## src/rtl/core/swsd_pkg.sv

```systemverilog
`timescale 1ns / 1ps
package swsd_pkg;

  localparam int unsigned HundWidth  = 7;
  localparam int unsigned SecWidth   = 10;
  localparam int unsigned NumDigits  = 6;
  localparam int unsigned CountWidth = 3;

  // Commands
  typedef enum logic [1:0] {
    CMD_TICK    = 2'd0,
    CMD_REFRESH = 2'd1,
    CMD_BLANK   = 2'd2,
    CMD_SHIFT   = 2'd3
  } cmd_e;

  // Shift-out sequencer states
  typedef enum logic {
    ST_IDLE  = 1'b0,
    ST_SHIFT = 1'b1
  } state_e;

  localparam logic [7:0] GlyphBlank = 8'hFF;
  localparam logic [7:0] DpMask     = 8'h7F;

  // Per-cell control: load a new byte, or take the neighbor's byte
  typedef struct packed {
    logic load;
    logic shift;
  } cell_ctrl_t;

  // Decimal digits of the running time
  typedef struct packed {
    logic [3:0] sec_hund;
    logic [3:0] sec_tens;
    logic [3:0] sec_unit;
    logic [3:0] hs_tens;
    logic [3:0] hs_unit;
  } time_digits_t;

  // Active-low seven-segment pattern, blank above nine
  function automatic logic [7:0] glyph_of(input logic [3:0] d);
    logic [7:0] g;
    case (d)
      4'd0:    g = 8'hC0;
      4'd1:    g = 8'hF9;
      4'd2:    g = 8'hA4;
      4'd3:    g = 8'hB0;
      4'd4:    g = 8'h99;
      4'd5:    g = 8'h92;
      4'd6:    g = 8'h82;
      4'd7:    g = 8'hF8;
      4'd8:    g = 8'h80;
      4'd9:    g = 8'h90;
      default: g = GlyphBlank;
    endcase
    return g;
  endfunction

  // Value mod 10 for an 8-bit value: quotient by reciprocal (x*205)>>11
  function automatic logic [3:0] mod10_u8(input logic [7:0] v);
    logic [15:0] prod;
    logic [4:0]  quo;
    logic [7:0]  rem;
    prod = 16'(v) * 16'd205;
    quo  = prod[15:11];
    rem  = v - 8'(quo) * 8'd10;
    return rem[3:0];
  endfunction

endpackage

```

## src/rtl/core/swsd_cell.sv

```systemverilog
`timescale 1ns / 1ps
module swsd_cell (
  input  logic                 clk_i,
  input  logic                 rst_ni,
  input  swsd_pkg::cell_ctrl_t ctrl_i,
  input  logic [7:0]           load_byte_i,
  input  logic [7:0]           prev_byte_i,
  output logic [7:0]           byte_o
);
  import swsd_pkg::*;

  logic [7:0] byte_q, byte_d;

  // Load wins; otherwise take the neighbor's byte on a shift
  always_comb begin
    byte_d = byte_q;
    if (ctrl_i.load) begin
      byte_d = load_byte_i;
    end else if (ctrl_i.shift) begin
      byte_d = prev_byte_i;
    end
  end

  always_ff @(posedge clk_i or negedge rst_ni) begin
    if (!rst_ni) begin
      byte_q <= '0;
    end else begin
      byte_q <= byte_d;
    end
  end

  assign byte_o = byte_q;

endmodule

```

## src/rtl/core/swsd_timer.sv

```systemverilog
`timescale 1ns / 1ps
module swsd_timer #(
  parameter int unsigned TICKS_PER_SECOND = 100,
  parameter int unsigned SECONDS_WRAP     = 1000
) (
  input  logic                   clk_i,
  input  logic                   rst_ni,
  input  logic                   tick_i,
  output swsd_pkg::time_digits_t digits_o
);
  import swsd_pkg::*;

  localparam logic [HundWidth:0] HundLimit = (HundWidth + 1)'(TICKS_PER_SECOND);
  localparam logic [SecWidth:0]  SecLimit  = (SecWidth + 1)'(SECONDS_WRAP);

  logic [HundWidth-1:0] hund_q, hund_d;
  logic [SecWidth-1:0]  sec_q, sec_d;
  time_digits_t         dig_q, dig_d;
  logic [HundWidth:0]   hund_inc;
  logic [SecWidth:0]    sec_inc;

  assign hund_inc = {1'b0, hund_q} + 1'b1;
  assign sec_inc  = {1'b0, sec_q} + 1'b1;

  // Binary counters decide the wrap; decimal digits follow in step
  always_comb begin
    hund_d = hund_q;
    sec_d  = sec_q;
    dig_d  = dig_q;
    if (tick_i) begin
      if (hund_inc >= HundLimit) begin
        hund_d        = '0;
        dig_d.hs_tens = '0;
        dig_d.hs_unit = '0;
        if (sec_inc >= SecLimit) begin
          sec_d          = '0;
          dig_d.sec_hund = '0;
          dig_d.sec_tens = '0;
          dig_d.sec_unit = '0;
        end else begin
          sec_d = sec_inc[SecWidth-1:0];
          if (dig_q.sec_unit == 4'd9) begin
            dig_d.sec_unit = '0;
            if (dig_q.sec_tens == 4'd9) begin
              dig_d.sec_tens = '0;
              dig_d.sec_hund = dig_q.sec_hund + 4'd1;
            end else begin
              dig_d.sec_tens = dig_q.sec_tens + 4'd1;
            end
          end else begin
            dig_d.sec_unit = dig_q.sec_unit + 4'd1;
          end
        end
      end else begin
        hund_d = hund_inc[HundWidth-1:0];
        if (dig_q.hs_unit == 4'd9) begin
          dig_d.hs_unit = '0;
          dig_d.hs_tens = dig_q.hs_tens + 4'd1;
        end else begin
          dig_d.hs_unit = dig_q.hs_unit + 4'd1;
        end
      end
    end
  end

  always_ff @(posedge clk_i or negedge rst_ni) begin
    if (!rst_ni) begin
      hund_q <= '0;
      sec_q  <= '0;
      dig_q  <= '0;
    end else begin
      hund_q <= hund_d;
      sec_q  <= sec_d;
      dig_q  <= dig_d;
    end
  end

  assign digits_o = dig_q;

  // Counters stay below their limits
  assert property (@(posedge clk_i) disable iff (!rst_ni) {1'b0, hund_q} < HundLimit)
    else $error("hundredths counter out of range");
  assert property (@(posedge clk_i) disable iff (!rst_ni) {1'b0, sec_q} < SecLimit)
    else $error("seconds counter out of range");
  // Both hundredths digits read zero whenever the binary count is zero
  assert property (@(posedge clk_i) disable iff (!rst_ni)
    (hund_q == '0) |-> (dig_q.hs_unit == '0 && dig_q.hs_tens == '0))
    else $error("hundredths digits out of step");

endmodule

```

## src/rtl/core/stopwatch_seven_segment_display_unit.sv

```systemverilog
`timescale 1ns / 1ps
// Tick, refresh and blank items are taken while idle and leave in_ready_o high.
// A shift-out item produces six result items, the first valid the cycle after acceptance,
// then one per cycle while out_ready_i is high.
// Bytes come from the six-cell byte ring, which rotates one place per delivered byte.
// No new item is taken until the last byte of a shift-out is delivered.
// Reset (rst_ni low, asynchronous) clears both counters and all six display bytes to zero.
module stopwatch_seven_segment_display_unit #(
  parameter int unsigned TICKS_PER_SECOND = 100,
  parameter int unsigned SECONDS_WRAP     = 1000
) (
  input  logic       clk_i,
  input  logic       rst_ni,
  input  logic       in_valid_i,
  output logic       in_ready_o,
  input  logic [1:0] cmd_i,
  input  logic [7:0] lap_count_i,
  output logic       out_valid_o,
  input  logic       out_ready_i,
  output logic [7:0] segment_byte_o,
  output logic       last_byte_o
);
  import swsd_pkg::*;

  state_e                state_q, state_d;
  logic [CountWidth-1:0] count_q, count_d;
  logic                  in_acc, out_acc, is_last;
  cmd_e                  cmd;
  time_digits_t          digits;
  cell_ctrl_t            cell_ctrl;
  logic [7:0]            load_val  [NumDigits];
  logic [7:0]            cell_byte [NumDigits];

  assign cmd     = cmd_e'(cmd_i);
  assign in_acc  = in_valid_i && in_ready_o;
  assign out_acc = out_valid_o && out_ready_i;
  assign is_last = (count_q == CountWidth'(NumDigits - 1));

  swsd_timer #(
    .TICKS_PER_SECOND(TICKS_PER_SECOND),
    .SECONDS_WRAP    (SECONDS_WRAP)
  ) u_timer (
    .clk_i   (clk_i),
    .rst_ni  (rst_ni),
    .tick_i  (in_acc && cmd == CMD_TICK),
    .digits_o(digits)
  );

  // Load patterns: all blank on a blank item; else cell 5 is the lap digit, cell 0 the hundredths units
  always_comb begin
    if (cmd == CMD_BLANK) begin
      for (int k = 0; k < NumDigits; k++) begin
        load_val[k] = GlyphBlank;
      end
    end else begin
      load_val[5] = glyph_of(mod10_u8(lap_count_i));
      load_val[4] = glyph_of(digits.sec_hund);
      load_val[3] = glyph_of(digits.sec_tens);
      load_val[2] = glyph_of(digits.sec_unit) & DpMask;
      load_val[1] = glyph_of(digits.hs_tens);
      load_val[0] = glyph_of(digits.hs_unit);
    end
  end

  assign cell_ctrl.load  = in_acc && (cmd == CMD_REFRESH || cmd == CMD_BLANK);
  assign cell_ctrl.shift = out_acc;

  // Byte ring: each cell takes its lower neighbor, cell 0 takes cell 5
  for (genvar g = 0; g < NumDigits; g++) begin : g_cell
    swsd_cell u_cell (
      .clk_i      (clk_i),
      .rst_ni     (rst_ni),
      .ctrl_i     (cell_ctrl),
      .load_byte_i(load_val[g]),
      .prev_byte_i(cell_byte[(g + NumDigits - 1) % NumDigits]),
      .byte_o     (cell_byte[g])
    );
  end

  // Next state
  always_comb begin
    state_d = state_q;
    count_d = count_q;
    unique case (state_q)
      ST_IDLE: begin
        if (in_acc && cmd == CMD_SHIFT) begin
          state_d = ST_SHIFT;
          count_d = '0;
        end
      end
      ST_SHIFT: begin
        if (out_acc) begin
          if (is_last) begin
            state_d = ST_IDLE;
          end
          count_d = count_q + 1'b1;
        end
      end
      default: state_d = ST_IDLE;
    endcase
  end

  // Outputs
  always_comb begin
    unique case (state_q)
      ST_IDLE: begin
        in_ready_o  = 1'b1;
        out_valid_o = 1'b0;
      end
      ST_SHIFT: begin
        in_ready_o  = 1'b0;
        out_valid_o = 1'b1;
      end
      default: begin
        in_ready_o  = 1'b0;
        out_valid_o = 1'b0;
      end
    endcase
  end

  assign segment_byte_o = cell_byte[NumDigits-1];
  assign last_byte_o    = is_last;

  always_ff @(posedge clk_i or negedge rst_ni) begin
    if (!rst_ni) begin
      state_q <= ST_IDLE;
      count_q <= '0;
    end else begin
      state_q <= state_d;
      count_q <= count_d;
    end
  end

  // Shift-out starts with the first byte
  assert property (@(posedge clk_i) disable iff (!rst_ni)
    (in_acc && cmd == CMD_SHIFT) |=> (out_valid_o && count_q == '0))
    else $error("shift-out did not start at first byte");
  // Last byte delivered returns to accepting items
  assert property (@(posedge clk_i) disable iff (!rst_ni)
    (out_acc && last_byte_o) |=> (in_ready_o && !out_valid_o))
    else $error("sequencer did not return to idle");
  // Byte counter never passes the last cell
  assert property (@(posedge clk_i) disable iff (!rst_ni)
    out_valid_o |-> (count_q < CountWidth'(NumDigits)))
    else $error("byte counter out of range");
  // Cell 0 holds its byte while delivery is stalled
  assert property (@(posedge clk_i) disable iff (!rst_ni)
    (out_valid_o && !out_ready_i) |=> $stable(cell_byte[0]))
    else $error("buffer moved while stalled");

endmodule

```

## config.mk

```make
export PLATFORM = sky130hd
export DESIGN_NAME = stopwatch_seven_segment_display_unit
export DESIGN_NICKNAME = d
export VERILOG_FILES = /design/src/rtl/core/swsd_pkg.sv /design/src/rtl/core/swsd_cell.sv /design/src/rtl/core/swsd_timer.sv /design/src/rtl/core/stopwatch_seven_segment_display_unit.sv
export SDC_FILE = /design/constraint.sdc
export NUM_CORES = 1
export LEC_CHECK = 0
export BUFFER_PORTS_ARGS = -buffer_cell sky130_fd_sc_hd__buf_4
export CORE_MARGIN = 2
export CORE_UTILIZATION = 63
export DETAILED_ROUTE_END_ITERATION = 7
export PLACE_DENSITY = 0.86
export SETUP_SLACK_MARGIN = 0.02
export SLEW_MARGIN = 20
export SYNTH_ARGS = -nofsm -noshare
export SYNTH_HDL_FRONTEND = slang
export SYNTH_SLANG_ARGS = --single-unit
export TNS_END_PERCENT = 30
```

## constraint.sdc

```tcl
create_clock -name clk_i -period 2.6 [get_ports clk_i]
set_clock_uncertainty 0.05 [all_clocks]
set_input_delay 0.13 -clock clk_i [delete_from_list [all_inputs] [get_ports clk_i]]
set_output_delay 0.13 -clock clk_i [all_outputs]
set_load 0.01 [all_outputs]
```

==> results of run 1 <==
power by group through the flow:
stage / clock [W] / combinational, W / sequential [W]
2_1_floorplan: 0 / 0.00209 / 0.00208
3_3_place_gp: 0 / 0.00279 / 0.00219
3_5_place_dp: 0 / 0.00292 / 0.00222
4_1_cts: 0.000855 / 0.00312 / 0.00220
5_1_grt: 0.000914 / 0.00376 / 0.00226
6_report: 0.000861 / 0.00341 / 0.00222
synth_stat cells (2+ instances only):
library cell,instances,share of area
nand2_1,99,0.057
dfrtp_1,89,0.34
ha_1,71,0.14
inv_1,63,0.037
o21ai_0,60,0.046
a21oi_1,44,0.034
nor2_1,39,0.023
clkbuf_1,30,0.017
mux2i_1,26,0.040
nand3_1,21,0.016
a22oi_1,17,0.020
a31oi_1,16,0.015
o21ai_1,15,0.012
fa_1,12,0.037
and3_1,11,0.011
o31ai_1,11,0.013
a32oi_1,8,0.011
buf_4,8,0.0093
nand2b_1,8,0.0077
xnor2_1,8,0.011
a211oi_1,7,0.0081
and2_1,7,0.0068
nand4_1,5,0.0048
nor3_1,5,0.0039
a21o_1,4,0.0046
buf_1,4,0.0023
nor2b_1,4,0.0039
or2_2,4,0.0039
a221oi_1,3,0.0041
o2bb2ai_1,3,0.0041
or3_1,3,0.0029
a311oi_1,2,0.0027
buf_2,2,0.0015
nor4b_1,2,0.0027
o22ai_1,2,0.0019
xor2_1,2,0.0027
registers in the layout, indices dropped and copies added, names as in the netlist:
register / flops
count_q: 3
u_timer.hund_q: 7
state_q: 1
u_timer.digits_o: 20
u_timer.sec_q: 10
g_cell.u_cell.byte_o: 48
how the worst max path moves through the flow:
stage / start / endpoint / slack, ps
floorplan: lap_count_i[5] / g_cell[5].u_cell.byte_o[0]$_DFFE_PN0P_ / -1930
global placement: lap_count_i[5] / g_cell[5].u_cell.byte_o[3]$_DFFE_PN0P_ / -2130
detailed placement: lap_count_i[5] / g_cell[5].u_cell.byte_o[0]$_DFFE_PN0P_ / -2270
CTS: lap_count_i[6] / g_cell[5].u_cell.byte_o[2]$_DFFE_PN0P_ / -1800
global route: lap_count_i[6] / g_cell[5].u_cell.byte_o[5]$_DFFE_PN0P_ / -2110
finish: lap_count_i[6] / g_cell[5].u_cell.byte_o[5]$_DFFE_PN0P_ / -1930
final cells by class:
type | instances | share of cell area
Multi-Input combinational cell | 545 | 0.546
Sequential cell | 89 | 0.301
Timing Repair Buffer | 69 | 0.0762
Inverter | 63 | 0.0319
Tap cell | 133 | 0.0225
Clock buffer | 11 | 0.0191
Clock inverter | 4 | 0.00270
per-stage QoR:
step	hold WS [ps]	utilization	worst slack, ps	power, W
3_5_place_dp	83.7	0.708	-2270	0.00514
2_1_floorplan	-216	-	-1930	0.00417
6_report	39.4	0.750	-1930	0.00649
3_3_place_gp	77.8	0.708	-2130	0.00498
5_1_grt	63.5	0.750	-2110	0.00693
4_1_cts	36.6	0.734	-1800	0.00617
cell families (layout without fill, tap and decap cells):
family | count (synthesis) | in the layout | share of synthesized area
adder cells (fa/ha/maj) | 84 | 84 | 0.176
XOR/XNOR | 11 | 11 | 0.0161
AO/OA/AOI/OAI | 205 | 205 | 0.197
buffers and inverters | 107 | 147 | 0.0671
flip-flops | 89 | 89 | 0.344
AND/OR/NAND/NOR | 219 | 219 | 0.159
multiplexers | 26 | 26 | 0.0402
per-layer routing:
metal	up-vias	GRT usage
li1	2659	-
met1	2746	0.369
met2	203	0.484
met3	31	0.0451
met4	0	0.0838
met5	-	0
timing repair:
action                     in CTS  in global routing
setup endpoints to repair       8                 36
hold endpoints to repair       36                  0
buffers inserted                5                  1
pin swaps                      11                 11
gates cloned                    0                  0
hold buffers                    1                  0
resized for setup              10                 29
worst reg2reg max path, delay by kind of cell, from the launching register on:
family	cells	cell delay [ps]
flops	1	450
fa+ha+maj	1	180
mux	1	140
simple gates	6	1560
==> results, run 1 <==
- The worst path buffer plus inverter count is 5.
- STA classifies the critical path startpoint as an input port.
- In the routed design, unresolved DRC markers number 0.
- The number of library cell types mapped by synthesis is between 60 and 70.
- The worst-margin pin slew is between 500 and 600 ps.
- The worst min-delay path class is input port to flip-flop.
- The final non-filler cell area is roughly 7400 um2.
- The Yosys warning count is 0.
- Static timing analysis puts the maximum clock frequency at 221 MHz.
- The worst register-to-register path has a depth of 8.
- The capture instance of the worst register-to-register path is u_timer.digits_o[7]$_DFFE_PN0P_.
- The effective utilization at floorplan is 0.656.
- The floorplan step defined a die boundary enclosing around 11000 um2.
- The max-slew violation total from the final report is 0.
- Dividing the detail-routed wire length by the instance count gives about 17 um.
- The area growth from synthesis to layout is 14.4%.
- Counting buffers and inverters, the worst setup path is 22 cells deep.
- Row generation in the floorplan step produced 36 rows.
- The critical path in this run is classified as input port to flip-flop.
- The largest fanout on the critical path is 5.
- The fraction of the yosys area taken by sequential cells is 0.344.
- The worst hold path terminates at count_q[1]$_DFFE_PN0P_.
- The worst-case IR drop observed on VDD is 517 uV.
- The number of antenna diodes in the final layout is 0.
- Of the total power, the share spent switching nets is 0.409.
- The switching power is 0.00266 W.
- The share of the clock period used by the worst path is 1.74.
- The power density over cell area is approximately 880 nW/um2.
- The total overflow reported by the global router is 0.
- The internal portion of the total power is between 0.003 and 0.004 W.
- The share of total power dissipated in combinational logic is 0.526.
- The synthesized design contains 0 enable-type register cells.
- The via total after detailed routing is 5639.
- The signal on the critical path passes through buf_6 -> ha_4 -> fa_1 -> fa_1 -> inv_2 -> fa_1 -> inv_2 -> ha_4 -> a21oi_1 -> o21ai_2 -> a31oi_4 -> inv_1 -> a21oi_2 -> xnor2_2 -> fa_2 -> xnor2_2 -> xnor2_1 -> xnor2_1 -> xnor2_2 -> buf_4 -> nor3_1 -> a211oi_1.
- The boundary pin count is 25.
- Setup repair after global routing could not meet its margin everywhere.
- The uppermost layer routed is met4.
- The number of vias per cell is 6.17.
- At the worst endpoint, the arrival time is ~4700 ps.
- The leading register cell type out of synthesis is dfrtp_1.
- Headroom to the max-slew limit came out at 0.639.
- The count of nets left with antenna violations after detail routing is 0.
- The number of failing hold endpoints at the final stage is 0.
- The floorplan step defined a core boundary enclosing ~10000 um2.
- The area used by multi-input combinational logic is between 4000 and 5000 um2.
- Synthesis produced a netlist with a net count of between 800 and 900.
- The clock tree from TritonCTS is done.
- The leakage power figure is 3.41 nW.
- The overall die width is 105 um.
- The setup total negative slack is -13060 ps.
- The internal reg-to-reg setup slack is 130 ps.
- Counting I/O delays and the setup requirement, the final critical path takes between 4000 and 5000 ps.
- The sum of met2 wire segment lengths after detailed routing is about 8000 um.
- Leaving out filler cells and counting taps, the final layout contains roughly 910.
- The data required time of the worst path is approximately 2800 ps.
- The clock sink count is about 90.
- STA classifies the critical path endpoint as a flip-flop.
- Summing all placed instances gives a cell area of ~7000 um2.
- Detailed routing placed a total of 830 um of wire on met3.
- The number of H-tree levels is 3.
- The startpoint identified for the worst hold timing path is out_ready_i.
- The reg-to-reg critical path startpoint is u_timer.hund_q[1]$_DFFE_PN0P_.
- The instance count of the mapped netlist is approximately 740.
- The post-route worst setup slack is -1930 ps.
- The most frequent standard cell in the layout excluding fill and tap cells is nand2_1.
- Buffers placed on the I/O ports in this run total 24.
- The number of stages on the worst hold path is 4.
- The number of buffers created by CTS is 9.
- The first TritonRoute pass finished after 6 iterations.
- For this run, the post-layout net count is a little under 900.
- The first-pass GRT wire length is around 26000 um.
- The slowest stage of the critical path is the fa_1 cell.
- Summing all flip-flop and latch instances after layout gives 2230 um2.
- For this block, the initial DRC count from the detailed router was just over 500.
- In the global route stage, overall resource usage came out at 0.283.
- The clock reaches the later pin of the worst-skew pair after ~380 ps.
- The die span in y is 105 um.
- Entering global routing, the biggest net connects 56 pins.
- The proportion of layout cells with a drive suffix above 1 is 0.175.
- The buffer cell driving the clock tree root is clkbuf_8.
- For this run, the slowest stage of the critical path takes about 530 ps.
- The mean cell area of the mapped netlist is around 8.7 um2.
- The initial antenna violation count is 0.
- The number of global-route vias before repair is 5402.
- The number of max-cap violations is 0.
- The weighted congestion at the end of routability-driven global placement is between 0.9 and 1.
- The run finished, with violations left.
- The final setup violation count is 7.
- The share of total power dissipated in sequential elements is 0.341.
- In the layout the commonest cells are nand2_1 (98), dfrtp_1 (87), inv_1 (61), buf_4 (61).
- The routed design has 15600 um of wire.
- The wire-length estimate of the detail-placed layout is between 10000 and 15000 um.
- Synthesis inferred between 80 and 90 register bits.
- The proportion of synthesized flip-flops having asynchronous set or reset is 1.00.
- The relative contribution of the clock network to total power is 0.133.
- The checks that failed: setup timing.
- The buffer levels on the longest clock path is 2.
- The met1 wire length is 6600 um.
- The cell family with the largest share of critical-path delay is adder cells.
- The number of placed instances, taps included is around 890.
- After filler insertion, the fill cell instance count of the layout stands at 659.
- The clock slew seen by the registers of the worst setup and hold paths is about 90 ps.
- Summing every instance area after synthesis gives 6470 um2.
No activity file was read; power rests on OpenSTA's default activity.
==> run 2: changes to the inputs <==
--- a/config.mk
+++ b/config.mk
@@ -10,6 +10,7 @@
 export CORE_UTILIZATION = 63
 export DETAILED_ROUTE_END_ITERATION = 7
 export PLACE_DENSITY = 0.86
+export REMOVE_ABC_BUFFERS = 1
 export SETUP_SLACK_MARGIN = 0.02
 export SLEW_MARGIN = 20
 export SYNTH_ARGS = -nofsm -noshare
==> run 2 against run 1 <==
The run still ends with setup timing left. Highest routed layer unchanged. Critical path depth down 2. Die area did not move. Sequential share of layout area decreased by 0.39 points. Total power rose by 1.2%. Sequential cell count is the same. Combinational power fell by 4%. First-iteration DRC count decreased by 3.3%. Clock power rose by 27%. Fmax shrank 0.60%. Non-clock buffer count increased by 4.
==> results, run 2 (same netlist as run 1, synthesis figures left out) <==
- The run finished, with violations left.
- The checks that failed: setup timing.
- The clock tree from TritonCTS is done.
- For this design, the sink count on the clock tree is slightly below 90.
- For this block, the initial DRC count from the detailed router was 496.
- The post-detailed-route DRC marker count is 0.
- The final routed wirelength across all metal layers is about 16000 um.
- In this run the register-to-register setup slack is between 100 and 150 ps.
- The worst setup path is captured at a flip-flop.
- The worst pin sits at a relative slew slack of 0.382.
- The design draws around 0.0066 W.
- Fill cells in the final layout number 596.
- After routing, the total negative slack on setup checks comes to -13530 ps.
- The signal on the critical path passes through buf_8 -> ha_4 -> fa_1 -> fa_1 -> inv_1 -> fa_1 -> inv_2 -> ha_4 -> nand4_1 -> o211ai_1 -> a31oi_4 -> xnor2_2 -> ha_2 -> fa_2 -> xnor2_2 -> xnor2_1 -> xnor2_1 -> xnor2_2 -> and4_4 -> a211oi_2.
- The data arrival at the endpoint of the critical path is about 4700 ps.
- The number of port buffers is 24.
- For this design, the slowest cell found on the critical path is fa_1.
- The number of global-route vias before repair came to between 5000 and 6000.
- The floorplan has 36 rows.
- The number of buffers created by CTS is 9.
- The library cell used most frequently in the layout, excluding fill and tap cells, is nand2_1.
- The boundary pin count is 25.
- The net count of the finished layout is 878.
- The routed wirelength normalized by instance count is roughly 17 um.
- The tool flagged a number of max-cap violations equal to 0.
- The effective utilization at floorplan is 0.656.
- The die is around 110 um tall.
- The maximum cell stage delay along the critical path is ~530 ps.
- The multi-input combinational cells in the finished layout cover a total of a little over 4000 um2.
- Measured along the x axis, the die boundary spans 105 um.
- The first-pass GRT wire length is approximately 26000 um.
- The flip-flop count of the largest register after layout is 48.
- The clock network latency to the later pin of the worst-skew pair is roughly 370 ps.
- In the finished design, the share of the clock period the worst path needs comes to 1.75.
- The clock slew seen by the registers of the worst setup and hold paths is 90 ps.
- The HPWL after detailed placement is between 10000 and 15000 um.
- Clock tree synthesis selected as its root buffer the cell clkbuf_8.
- The weighted congestion at the end of routability-driven global placement is ~0.92.
- Counting I/O delays and the setup requirement, the final critical path takes around 4600 ps.
- The buffer levels on the longest clock path is 2.
- The proportion of layout cells with a drive suffix above 1 is 0.176.
- The leakage power figure is approximately 3.4 nW.
- The via total after detailed routing is 5670.
- The max-slew violation total from the final report is 0.
- Across the VDD grid, the largest voltage drop is just under 700 uV.
- The area growth from synthesis to layout is 15.8%.
- The area enclosed by the die boundary is 11100 um2.
- Using the TritonRoute via totals, the vias-per-cell ratio works out to around 6.2.
- The number of failing hold endpoints at the final stage is 0.
- The library cells used most frequently in the layout, excluding fill and tap cells, are nand2_1 (98), dfrtp_1 (89), buf_4 (66).
- At the pin with the least slew margin, the transition time is roughly 920 ps.
- Derived from the worst setup path, the maximum achievable clock frequency is about 220 MHz.
- After layout, the worst setup slack is -1960 ps.
- The kind of critical path is input port to flip-flop.
- The initial antenna violation count is 0.
- For this run, the total global-route usage over all layers was measured as 0.291.
- For this run, the detailed router's first-pass iteration total came to 5.
- Setup repair after global routing could not meet its margin everywhere.
- Entering global routing, the biggest net connects 58 pins.
- The number of inserted diodes is 0.
- The worst min-delay path class is input port to flip-flop.
- After floorplanning, the core was sized to cover 9860 um2.
- In this run the worst path has a maximum fanout of 6.
- STA classifies the critical path startpoint as an input port.
- The H-tree generated during clock tree synthesis spans 3 levels.
- The detail route stage leaves a number of antenna-violating nets equal to 0.
- The power density over cell area is 877 nW/um2.
- Data on the critical path is required at its endpoint by between 2000 and 3000 ps.
- Global routing finished with a remaining overflow of 0.
- Registers take around 2200 um2.
- The final setup violation count is 7.
-- run 2: cell types whose count changed in the layout (fill, tap and decap cells not counted), sizes merged --
cell and change:
clkinvlp +2, clkbuf -2, bufinv +2, clkinv -4, inv +3, buf +4
-- run 2: critical path: cells and delay by family --
family,cells,cell delay (ps)
buffers and inverters,3,210
adders and majority gates,7,2620
xor gates and xnor gates,5,930
and+or+nand+nor,2,430
AOI/OAI and AO/OA,3,410
-- run 2: what timing repair did --
item                                   in CTS  in global routing
endpoints found under the hold margin      56                  0
setup buffers                               4                  1
gates resized for setup                    25                 18
pin swaps                                  20                 15
hold buffers                                1                  0
setup endpoints to repair                   8                 33
-- run 2: area by class of cell --
| cell class | instances | area share |
|---|---|---|
| clock inverter | 7 | 0.0135 |
| timing repair buffer | 73 | 0.0798 |
| sequential | 89 | 0.297 |
| clock buffer | 9 | 0.0165 |
| multi-input combinational | 545 | 0.539 |
| inverter | 63 | 0.0316 |
| tap | 133 | 0.0222 |
-- run 2: path summary, 6_finish.rpt --
path | start | to | cells after the start
hold / removal | out_ready_i | count_q[1]$_DFFE_PN0P_ | 4
max in group asynchronous | rst_ni | u_timer.digits_o[17]$_DFFE_PN0P_ | 3
setup reg to reg | u_timer.hund_q[1]$_DFFE_PN0P_ | u_timer.digits_o[14]$_DFFE_PN0P_ | 9
hold reg to reg | g_cell[3].u_cell.byte_o[7]$_DFFE_PN0P_ | g_cell[4].u_cell.byte_o[7]$_DFFE_PN0P_ | 2
setup / recovery | lap_count_i[6] | g_cell[5].u_cell.byte_o[5]$_DFFE_PN0P_ | 20
min in group asynchronous | rst_ni | g_cell[5].u_cell.byte_o[7]$_DFFE_PN0P_ | 2
-- run 2: routing by layer --
layer	global-route usage	vias to the layer above	wire length, um
met5	0	-	0
met4	0.0829	0	325
met3	0.0513	32	825
met2	0.498	202	8120
met1	0.381	2774	6770
li1	-	2662	-
-- run 2: through the flow --
stage	setup slack, ps	instances	hold slack, ps	util	instance area [um2]
2_1_floorplan	-2250	697	-216	-	6270
3_3_place_gp	-2470	897	178	0.706	6970
3_5_place_dp	-2770	897	183	0.706	6970
4_1_cts	-1890	918	35.6	0.747	7370
5_1_grt	-2130	919	72.6	0.759	7490
6_report	-1960	919	43.6	0.759	7490
-- run 2: report_power, final --
| group | leakage (nW) | switching (W) | internal [W] |
|---|---|---|---|
| combinational | 2.23 | 0.00174 | 0.00152 |
| sequential | 1.11 | 0.000384 | 0.00184 |
| clock | 0.107 | 0.000535 | 0.000551 |
